==> config.mk <==
export PLATFORM = sky130hd
export DESIGN_NAME = rate_limited_heading_follower_core
export DESIGN_NICKNAME = d
export VERILOG_FILES = /design/src/hw/rtl/rlhf_pkg.sv /design/src/hw/rtl/rlhf_regs.sv /design/src/hw/rtl/rlhf_ctrl.sv /design/src/hw/rtl/rlhf_dp.sv /design/src/hw/rtl/rate_limited_heading_follower_core.sv
export SDC_FILE = /design/constraint.sdc
export NUM_CORES = 2
export LEC_CHECK = 0
export BUFFER_PORTS_ARGS = -buffer_cell sky130_fd_sc_hd__buf_2
export CELL_PAD_IN_SITES_DETAIL_PLACEMENT = 1
export CELL_PAD_IN_SITES_GLOBAL_PLACEMENT = 2
export CORE_MARGIN = 3
export CORE_UTILIZATION = 42
export DETAILED_ROUTE_END_ITERATION = 12
export PLACE_DENSITY = 0.86
export SLEW_MARGIN = 20
export SYNTH_ARGS = -nofsm -noshare
export SYNTH_HDL_FRONTEND = slang
export SYNTH_HIERARCHICAL = 1
export SYNTH_SLANG_ARGS = --single-unit
==> constraint.sdc <==
create_clock -name clk -period 9 [get_ports clk]
set_input_delay 0.9 -clock clk [delete_from_list [all_inputs] [get_ports clk]]
set_output_delay 0.9 -clock clk [all_outputs]
set_load 0.01 [all_outputs]
==> src/hw/rtl/rlhf_pkg.sv <==
// Shared types and constants for the heading follower.
// No dependencies.
package rlhf_pkg;

  localparam int ZFRAC     = 20;
  localparam int MAX_TABLE = 24;
  localparam int MOD_TOP   = 5;
  localparam logic signed [30:0] INV_GAIN_Q28 = 31'sd163008219;
  localparam logic signed [31:0] HALF_TURN_Z  = 32'sd188743680;

  localparam logic [1:0] REG_OFFSET = 2'd0;
  localparam logic [1:0] REG_SPEED  = 2'd1;
  localparam logic [1:0] REG_PULL   = 2'd2;

  // atan(2^-i) in degrees, scaled by 2^20
  localparam logic [31:0] ATAN_TAB [MAX_TABLE] = '{
    32'd47185920, 32'd27855475, 32'd14718068, 32'd7471121, 32'd3750058,
    32'd1876857, 32'd938658, 32'd469357, 32'd234682, 32'd117342, 32'd58671,
    32'd29335, 32'd14668, 32'd7334, 32'd3667, 32'd1833, 32'd917, 32'd458,
    32'd229, 32'd115, 32'd57, 32'd29, 32'd14, 32'd7
  };

  function automatic logic signed [31:0] atan_val(input logic [4:0] idx);
    logic signed [31:0] v;
    v = 32'sd0;
    if (idx < 5'(MAX_TABLE)) v = signed'(ATAN_TAB[idx]);
    return v;
  endfunction

  typedef struct packed {
    logic [16:0] offset;
    logic [22:0] speed;
    logic [14:0] pull;
  } cfg_t;

  typedef struct packed {
    logic       load;
    logic       step;
    logic       round;
    logic       bias;
    logic       mod_step;
    logic       update;
    logic       finish;
    logic [4:0] idx;
  } cmd_t;

endpackage

==> src/hw/rtl/rlhf_regs.sv <==
// APB configuration registers of the heading follower.
// Depends on rlhf_pkg.
module rlhf_regs (
  input  logic             clk,
  input  logic             rst,
  input  logic             psel,
  input  logic             penable,
  input  logic             pwrite,
  input  logic [3:0]       paddr,
  input  logic [31:0]      pwdata,
  output logic [31:0]      prdata,
  output rlhf_pkg::cfg_t   cfg
);
  import rlhf_pkg::*;

  logic wr;
  assign wr = psel && penable && pwrite;

  // Write registers on the access phase
  always_ff @(posedge clk) begin
    if (rst) begin
      cfg <= '0;
    end else if (wr) begin
      case (paddr[3:2])
        REG_OFFSET: cfg.offset <= pwdata[16:0];
        REG_SPEED:  cfg.speed  <= pwdata[22:0];
        REG_PULL:   cfg.pull   <= pwdata[14:0];
        default: ;
      endcase
    end
  end

  // Read back
  always_comb begin
    case (paddr[3:2])
      REG_OFFSET: prdata = {{15{cfg.offset[16]}}, cfg.offset};
      REG_SPEED:  prdata = {9'd0, cfg.speed};
      REG_PULL:   prdata = {17'd0, cfg.pull};
      default:    prdata = 32'd0;
    endcase
  end
endmodule

==> src/hw/rtl/rlhf_ctrl.sv <==
// Sequencer for the heading follower: steps the CORDIC and the heading wrap.
// Depends on rlhf_pkg.
module rlhf_ctrl #(
  parameter int CORDIC_STEPS = 16
) (
  input  logic           clk,
  input  logic           rst,
  input  logic           in_valid,
  output logic           in_ready,
  output logic           out_valid,
  input  logic           out_ready,
  output rlhf_pkg::cmd_t cmd
);
  import rlhf_pkg::*;

  localparam logic [2:0] S_IDLE  = 3'd0;
  localparam logic [2:0] S_STEP  = 3'd1;
  localparam logic [2:0] S_ROUND = 3'd2;
  localparam logic [2:0] S_BIAS  = 3'd3;
  localparam logic [2:0] S_MOD   = 3'd4;
  localparam logic [2:0] S_UPD   = 3'd5;
  localparam logic [2:0] S_DONE  = 3'd6;

  logic [2:0] state, state_next;
  logic [4:0] cnt, cnt_next;

  assign in_ready = (state == S_IDLE);

  // Next state and commands
  always_comb begin
    state_next = state;
    cnt_next   = cnt;
    cmd        = '0;
    cmd.idx    = cnt;
    case (state)
      S_IDLE: begin
        if (in_valid) begin
          cmd.load   = 1'b1;
          cnt_next   = 5'd0;
          state_next = S_STEP;
        end
      end
      S_STEP: begin
        cmd.step = 1'b1;
        if (cnt == 5'(CORDIC_STEPS - 1)) begin
          state_next = S_ROUND;
        end else begin
          cnt_next = cnt + 5'd1;
        end
      end
      S_ROUND: begin
        cmd.round  = 1'b1;
        state_next = S_BIAS;
      end
      S_BIAS: begin
        cmd.bias   = 1'b1;
        cnt_next   = 5'(MOD_TOP);
        state_next = S_MOD;
      end
      S_MOD: begin
        cmd.mod_step = 1'b1;
        if (cnt == 5'd0) begin
          state_next = S_UPD;
        end else begin
          cnt_next = cnt - 5'd1;
        end
      end
      S_UPD: begin
        cmd.update = 1'b1;
        state_next = S_DONE;
      end
      S_DONE: begin
        if (!out_valid || out_ready) begin
          cmd.finish = 1'b1;
          state_next = S_IDLE;
        end
      end
      default: state_next = S_IDLE;
    endcase
  end

  // Hold state and result flag
  always_ff @(posedge clk) begin
    if (rst) begin
      state     <= S_IDLE;
      cnt       <= 5'd0;
      out_valid <= 1'b0;
    end else begin
      state <= state_next;
      cnt   <= cnt_next;
      if (cmd.finish) out_valid <= 1'b1;
      else if (out_ready) out_valid <= 1'b0;
    end
  end
endmodule

==> src/hw/rtl/rlhf_dp.sv <==
// Datapath of the heading follower: CORDIC, heading wrap and clamp, crosshair.
// Depends on rlhf_pkg; driven by rlhf_ctrl commands.
module rlhf_dp #(
  parameter int ANGLE_FRAC_BITS = 7
) (
  input  logic               clk,
  input  logic               rst,
  input  rlhf_pkg::cmd_t     cmd,
  input  rlhf_pkg::cfg_t     cfg,
  input  logic signed [15:0] own_x,
  input  logic signed [15:0] own_y,
  input  logic signed [15:0] aim_x,
  input  logic signed [15:0] aim_y,
  input  logic [15:0]        elapsed,
  output logic [15:0]        new_heading,
  output logic signed [15:0] dir_x,
  output logic signed [15:0] dir_y,
  output logic signed [15:0] mark_x,
  output logic signed [15:0] mark_y
);
  import rlhf_pkg::*;

  localparam int FULL  = 360 << ANGLE_FRAC_BITS;
  localparam int HALF  = 180 << ANGLE_FRAC_BITS;
  localparam int HW    = $clog2(FULL);
  localparam int RW    = HW + 2;
  localparam int MW    = HW + 8;
  localparam int CW    = 26;
  localparam int XW    = 44;
  localparam int SH    = ZFRAC - ANGLE_FRAC_BITS;
  localparam logic [MW-1:0] FULL_M = MW'(FULL);
  localparam logic [MW-1:0] BIAS_M = MW'(FULL) << MOD_TOP;
  localparam logic signed [31:0] ZRND = 32'sd1 <<< (SH - 1);

  logic signed [XW-1:0] x, y;
  logic signed [31:0]   z;
  logic signed [30:0]   rx, ry;
  logic                 flip, zero;
  logic signed [15:0]   ax, ay;
  logic [22:0]          maxstep;
  logic signed [RW-1:0] raw;
  logic signed [15:0]   dx_r, dy_r;
  logic [MW-1:0]        rem;
  logic [HW-1:0]        heading;
  logic signed [31:0]   prodx, prody;

  // Load: difference vector, half-plane fold, turn limit
  logic signed [16:0] dx, dy, ndx, ndy;
  logic [38:0]        turn;
  always_comb begin
    dx   = {aim_x[15], aim_x} - {own_x[15], own_x};
    dy   = {aim_y[15], aim_y} - {own_y[15], own_y};
    ndx  = dx[16] ? -dx : dx;
    ndy  = dx[16] ? -dy : dy;
    turn = cfg.speed * elapsed;
  end

  // CORDIC micro-rotation
  logic signed [XW-1:0] xs, ys;
  logic signed [30:0]   rxs, rys;
  logic signed [31:0]   at;
  always_comb begin
    xs  = x >>> cmd.idx;
    ys  = y >>> cmd.idx;
    rxs = rx >>> cmd.idx;
    rys = ry >>> cmd.idx;
    at  = atan_val(cmd.idx);
  end

  // Rounding of angle and direction
  logic signed [31:0] zr;
  logic signed [30:0] rxn, ryn, rdx, rdy;
  always_comb begin
    zr  = (z + ZRND) >>> SH;
    rxn = flip ? -rx : rx;
    ryn = flip ? -ry : ry;
    rdx = (rxn + 31'sd8192) >>> 14;
    rdy = (ryn + 31'sd8192) >>> 14;
  end

  function automatic logic signed [15:0] sat_dir(input logic signed [30:0] v);
    logic signed [15:0] r;
    if (v > 31'sd16384) r = 16'sd16384;
    else if (v < -31'sd16384) r = -16'sd16384;
    else r = 16'(v);
    return r;
  endfunction

  // Bias into nonnegative range, then reduction step
  logic [MW-1:0] vbias, sub;
  always_comb begin
    vbias = {{(MW-RW){raw[RW-1]}}, raw} + {{(MW-17){cfg.offset[16]}}, cfg.offset}
          - {{(MW-HW){1'b0}}, heading} + BIAS_M;
    sub   = FULL_M << cmd.idx;
  end

  // Shortest turn, clamp, wrap
  logic signed [CW-1:0] d, dcl, mx, hs;
  logic signed [15:0]   pull_s;
  always_comb begin
    d = signed'({{(CW-HW){1'b0}}, rem[HW-1:0]});
    if (d > CW'(HALF)) d = d - CW'(FULL);
    mx = signed'({{(CW-23){1'b0}}, maxstep});
    if (d > mx) dcl = mx;
    else if (d < -mx) dcl = -mx;
    else dcl = d;
    hs = signed'({{(CW-HW){1'b0}}, heading}) + dcl;
    if (hs < 0) hs = hs + CW'(FULL);
    else if (hs >= CW'(FULL)) hs = hs - CW'(FULL);
    pull_s = signed'({1'b0, cfg.pull});
  end

  // Crosshair pullback and saturation
  logic signed [31:0] px, py, mxw, myw;
  logic [31:0]        hz;
  always_comb begin
    px  = (prodx + 32'sd8192) >>> 14;
    py  = (prody + 32'sd8192) >>> 14;
    mxw = 32'(ax) - px;
    myw = 32'(ay) - py;
    hz  = 32'(heading);
  end

  function automatic logic signed [15:0] sat16(input logic signed [31:0] v);
    logic signed [15:0] r;
    if (v > 32'sd32767) r = 16'sd32767;
    else if (v < -32'sd32768) r = -16'sd32768;
    else r = 16'(v);
    return r;
  endfunction

  // Heading state
  always_ff @(posedge clk) begin
    if (rst) heading <= '0;
    else if (cmd.update) heading <= HW'(hs);
  end

  // Working registers
  always_ff @(posedge clk) begin
    if (cmd.load) begin
      flip    <= dx[16];
      zero    <= (dx == 17'sd0) && (dy == 17'sd0);
      x       <= {{(XW-41){ndx[16]}}, ndx, 24'd0};
      y       <= {{(XW-41){ndy[16]}}, ndy, 24'd0};
      z       <= dx[16] ? (dy[16] ? -HALF_TURN_Z : HALF_TURN_Z) : 32'sd0;
      rx      <= INV_GAIN_Q28;
      ry      <= 31'sd0;
      ax      <= aim_x;
      ay      <= aim_y;
      maxstep <= turn[38:16];
    end
    if (cmd.step) begin
      if (!y[XW-1]) begin
        x <= x + ys; y <= y - xs; z <= z + at;
        rx <= rx - rys; ry <= ry + rxs;
      end else begin
        x <= x - ys; y <= y + xs; z <= z - at;
        rx <= rx + rys; ry <= ry - rxs;
      end
    end
    if (cmd.round) begin
      raw  <= zero ? '0 : RW'(zr);
      dx_r <= zero ? 16'sd0 : sat_dir(rdx);
      dy_r <= zero ? 16'sd0 : sat_dir(rdy);
    end
    if (cmd.bias) rem <= vbias;
    if (cmd.mod_step && rem >= sub) rem <= rem - sub;
    if (cmd.update) begin
      prodx <= dx_r * pull_s;
      prody <= dy_r * pull_s;
    end
  end

  // Result registers
  always_ff @(posedge clk) begin
    if (cmd.finish) begin
      new_heading <= hz[15:0];
      dir_x       <= dx_r;
      dir_y       <= dy_r;
      mark_x      <= sat16(mxw);
      mark_y      <= sat16(myw);
    end
  end
endmodule

==> src/hw/rtl/rate_limited_heading_follower_core.sv <==
// One item runs at a time: after the accept, the shared CORDIC stage steps once
// a cycle, followed by round, bias, six reduction steps, update and hand-off.
// A new input is taken only once the last result is in the output register.
// A finished result waits in the output register while the next item runs.
// Reset (rst, synchronous, active high) clears heading, config registers and control.
module rate_limited_heading_follower_core #(
  parameter int CORDIC_STEPS    = 16,
  parameter int ANGLE_FRAC_BITS = 7
) (
  input  logic               clk,
  input  logic               rst,
  input  logic               psel,
  input  logic               penable,
  input  logic               pwrite,
  input  logic [3:0]         paddr,
  input  logic [31:0]        pwdata,
  output logic [31:0]        prdata,
  output logic               pready,
  input  logic               in_valid,
  output logic               in_ready,
  input  logic signed [15:0] own_x,
  input  logic signed [15:0] own_y,
  input  logic signed [15:0] aim_x,
  input  logic signed [15:0] aim_y,
  input  logic [15:0]        elapsed,
  output logic               out_valid,
  input  logic               out_ready,
  output logic [15:0]        new_heading,
  output logic signed [15:0] dir_x,
  output logic signed [15:0] dir_y,
  output logic signed [15:0] mark_x,
  output logic signed [15:0] mark_y
);
  import rlhf_pkg::*;

  cfg_t cfg;
  cmd_t cmd;

  assign pready = 1'b1;

  rlhf_regs u_regs (
    .clk, .rst, .psel, .penable, .pwrite, .paddr, .pwdata, .prdata, .cfg
  );

  rlhf_ctrl #(.CORDIC_STEPS(CORDIC_STEPS)) u_ctrl (
    .clk, .rst, .in_valid, .in_ready, .out_valid, .out_ready, .cmd
  );

  rlhf_dp #(.ANGLE_FRAC_BITS(ANGLE_FRAC_BITS)) u_dp (
    .clk, .rst, .cmd, .cfg, .own_x, .own_y, .aim_x, .aim_y, .elapsed,
    .new_heading, .dir_x, .dir_y, .mark_x, .mark_y
  );
endmodule

==> flow_metrics.tcl <==
set metrics [dict create \
    r2r_setup_slack_ns 0.57 \
    yosys_warnings 6 \
    grt_pass1_wl_microns 405000 \
    design_area_sq_um 86000 \
    numCtsBuffers 71 \
    hold_violations 0 \
    dieHeight_microns 443 \
    synth_top_area_cell "fa_1" \
    power.internal_mw 10.3 \
    std_cell_rows 159 \
    max_slew_margin 0.279 \
    ant_nets 0 \
    fin_skew_ns 0.0519 \
    drive_gt1_frac 0.0914 \
    timing.hold.ws_ns 0.404 \
    crit_fanout 13 \
    clk_path_buf_depth 3 \
    first_iter_violations 3959 \
    grt_max_degree 160 \
    fin_crit_ns 8.43 \
    worst_pin_slew_ns 1.07 \
    clock.fmax_mhz 119 \
    swShare 0.477 \
    fin_cells 11400 \
    clkLatencyLatePin_ns 0.72 \
    syn_inst 8877 \
    hold_end "u_dp/ax[7]" \
    timing.rr.start "u_dp/maxstep[3]" \
    critPathCaptureType "register" \
    die_area_sq_um 196000 \
    dpl_cell_area_sq_um 83600 \
    leakagePower_nw 38.1 \
    cts_sinks 510 \
    ys_top_cells_by_area "fa_1 (20%), edfxtp_1 (16%), ha_1 (10%), inv_1 (5.4%), mux4_2 (5.1%)" \
    holdCritPathClass "primary input to register" \
    cpMostUsedCell "nand3_1" \
    placed_cells 11300 \
    drv_cap 0 \
    hp-start "aim_x[7]" \
    synth_common_cells "inv_1 (1144), nand2_1 (940), fa_1 (807)" \
    vias 65600 \
    cp_slowest_cell "or4_1" \
    post_cts_buffers 0 \
    place_congestion 0.887 \
    ys_types 116 \
    start_util 0.425 \
    synth_seq_cells 510 \
    area_growth_syn_to_layout_pct 7.22 \
    cts_htree_levels 3 \
    fin_tns_setup_ns 0 \
    nNetsFinal 10500 \
    timing.final.ws_setup_ns 0.572 \
    port-buffer-count 225 \
    yosysMostFrequentCell "inv_1" \
    avgSynthCellArea_sq_um 9.03 \
    root_buffer "clkbuf_16" \
    core_area_sq_um 189000 \
    worstReg2RegEnd "u_dp/heading[11]" \
    p_clk_frac 0.147 \
    die_x_microns 443 \
    worstSetupPathType "register to register" \
    setup_viol 0 \
    grt_pass1_vias 70600 \
    comb_power_share 0.646 \
    cp.arrival_ns 9.04 \
    place_ws_ns 0.539 \
    vias_per_cell 5.74 \
    reg2regPathDepth 39 \
    worstHoldPathCells 1 \
    fin_util 0.455 \
    syn-cell-area_sq_um 80200 \
    grt-ovfl-total 0 \
    first_pass_iters 6 \
    io_pins 238 \
    clk_pin_slew_ns 0.07 \
    synthArstFlopShare 0 \
    synth_flop_cell "edfxtp_1" \
    p_switching_mw 9.37 \
    fill_cells 21800 \
    seqPwrFrac 0.207 \
    finalMaxSlewViolations 0 \
    drc 0 \
    ir_drop_uv 222 \
    rsz0062_at_grt "no" \
    crit_required_ns 9.61 \
    wl_per_cell_microns 22.5 \
    ys_seq_area_frac 0.181 \
    p_total_mw 19.7 \
    critPathLaunchType "register" \
    yosysTopAreaCellShare 0.202 \
    grt_usage 0.260 \
    hold_buffers 0 \
    synth_edf_count 430 \
    cts_tree "yes" \
    syn_nets 10500 \
    post-route-period-util 0.936 \
    pwr_density_cell_nw_per_um2 229 \
    max_stage_delay_ns 0.63 \
    hpwlAfterDp_microns 203000 \
    grt_antenna_before_repair 6 \
    drt_wl_total_microns 257000 \
    status "completed" \
]
worst max-delay path, delay by kind of cell (launching register included):
kind | cells | cell delay (ns)
flip-flops | 1 | 0.49
buffers and inverters | 4 | 0.67
adder cells (fa/ha/maj) | 3 | 0.83
AO/OA/AOI/OAI | 19 | 3.50
AND/OR/NAND/NOR | 11 | 2.43
XOR/XNOR | 2 | 0.39
area by class of cell:
type | instances | area, sq um | area share
diodes | 4 | 10.0 | 0.000116
clock buffers | 82 | 1840 | 0.0214
clock inverters | 47 | 485 | 0.00565
inverters | 1149 | 4320 | 0.0503
multi-input cells | 6787 | 59500 | 0.692
flip-flops and latches | 510 | 14500 | 0.169
well taps | 2495 | 3120 | 0.0363
repair buffers | 351 | 2140 | 0.0249
timing repair:
action / in CTS / in global routing
endpoints found under the hold margin: 0 / 0
endpoints found under the setup margin: 0 / 5
gates resized for setup: 0 / 3
cell families (layout without fill, tap and decap cells):
| family | count (synthesis) | after routing | share of synthesized area |
|---|---|---|---|
| adder cells (fa/ha/maj) | 1461 | 1461 | 0.304 |
| AO/OA/AOI/OAI | 1521 | 1521 | 0.123 |
| other | 1 | 5 | 0.0000468 |
| flip-flops | 510 | 510 | 0.181 |
| buffers and inverters | 1580 | 1629 | 0.0776 |
| XOR/XNOR | 565 | 565 | 0.0618 |
| multiplexers | 415 | 415 | 0.0810 |
| AND/OR/NAND/NOR | 2824 | 2824 | 0.172 |
how the worst max path moves through the flow:
stage | startpoint | endpoint | slack, ns | depth (start not counted)
after floorplan | u_dp/rem[10] | u_dp/heading[14] | 0.79 | 40
after global placement | u_dp/maxstep[3] | u_dp/heading[14] | 0.72 | 37
after detailed placement | u_dp/rem[10] | u_dp/heading[14] | 0.54 | 39
after CTS | u_dp/rem[10] | u_dp/heading[14] | 0.50 | 39
after global routing | u_dp/maxstep[3] | u_dp/heading[14] | 0.02 | 38
final | u_dp/maxstep[3] | u_dp/heading[11] | 0.57 | 39
power groups by stage:
| stage | Combinational [mW] | Clock, mW | Sequential, mW |
|---|---|---|---|
| 4_1_cts | 12.7 | 2.98 | 4.04 |
| 5_1_grt | 14.1 | 3.06 | 4.12 |
| 3_5_place_dp | 12.5 | 0 | 4.07 |
| 3_3_place_gp | 12.1 | 0 | 4.04 |
| 6_report | 12.7 | 2.89 | 4.07 |
| 2_1_floorplan | 9.96 | 0 | 3.53 |
cells in the final DEF (no fill, tap or decap), drive strengths merged, types with 21 or more instances in the layout:
cell,n
dfxtp,80
and2,424
xnor2,328
a31oi,79
fa,807
o21ai,341
nor2b,80
inv,1151
nand3,137
nor3,167
nand2b,166
ha,653
or3,57
and3,83
mux2i,172
edfxtp,430
mux4,181
a211oi,54
a21oi,425
a21boi,37
xor2,237
mux2,62
nand4,38
nor3b,26
nor4,37
o211ai,35
clkinv,35
buf,351
or2,23
o21bai,31
clkbuf,82
nand2,941
o31ai,43
o21a,97
nor2,581
a21o,141
o31a,21
o22ai,25
layer usage:
| metal | track usage | vias up | routed length (microns) |
|---|---|---|---|
| met5 | 0 | - | 0 |
| met4 | 0.100 | 0 | 10600 |
| met3 | 0.0268 | 397 | 10700 |
| met2 | 0.461 | 1550 | 129000 |
| met1 | 0.324 | 33700 | 107000 |
| li1 | - | 30000 | - |
state kept, by name, indices dropped and copies added, names as in the netlist, 18 cells and up:
register,cells
u_dp/z,31
u_dp/prody,19
u_dp/y,44
u_dp/prodx,19
u_dp/raw,18
u_dp/rem,24
u_dp/x,44
u_dp/ry,31
u_regs/cfg,55
u_dp/maxstep,23
u_dp/rx,31
No activity file was read; power rests on OpenSTA's default activity.
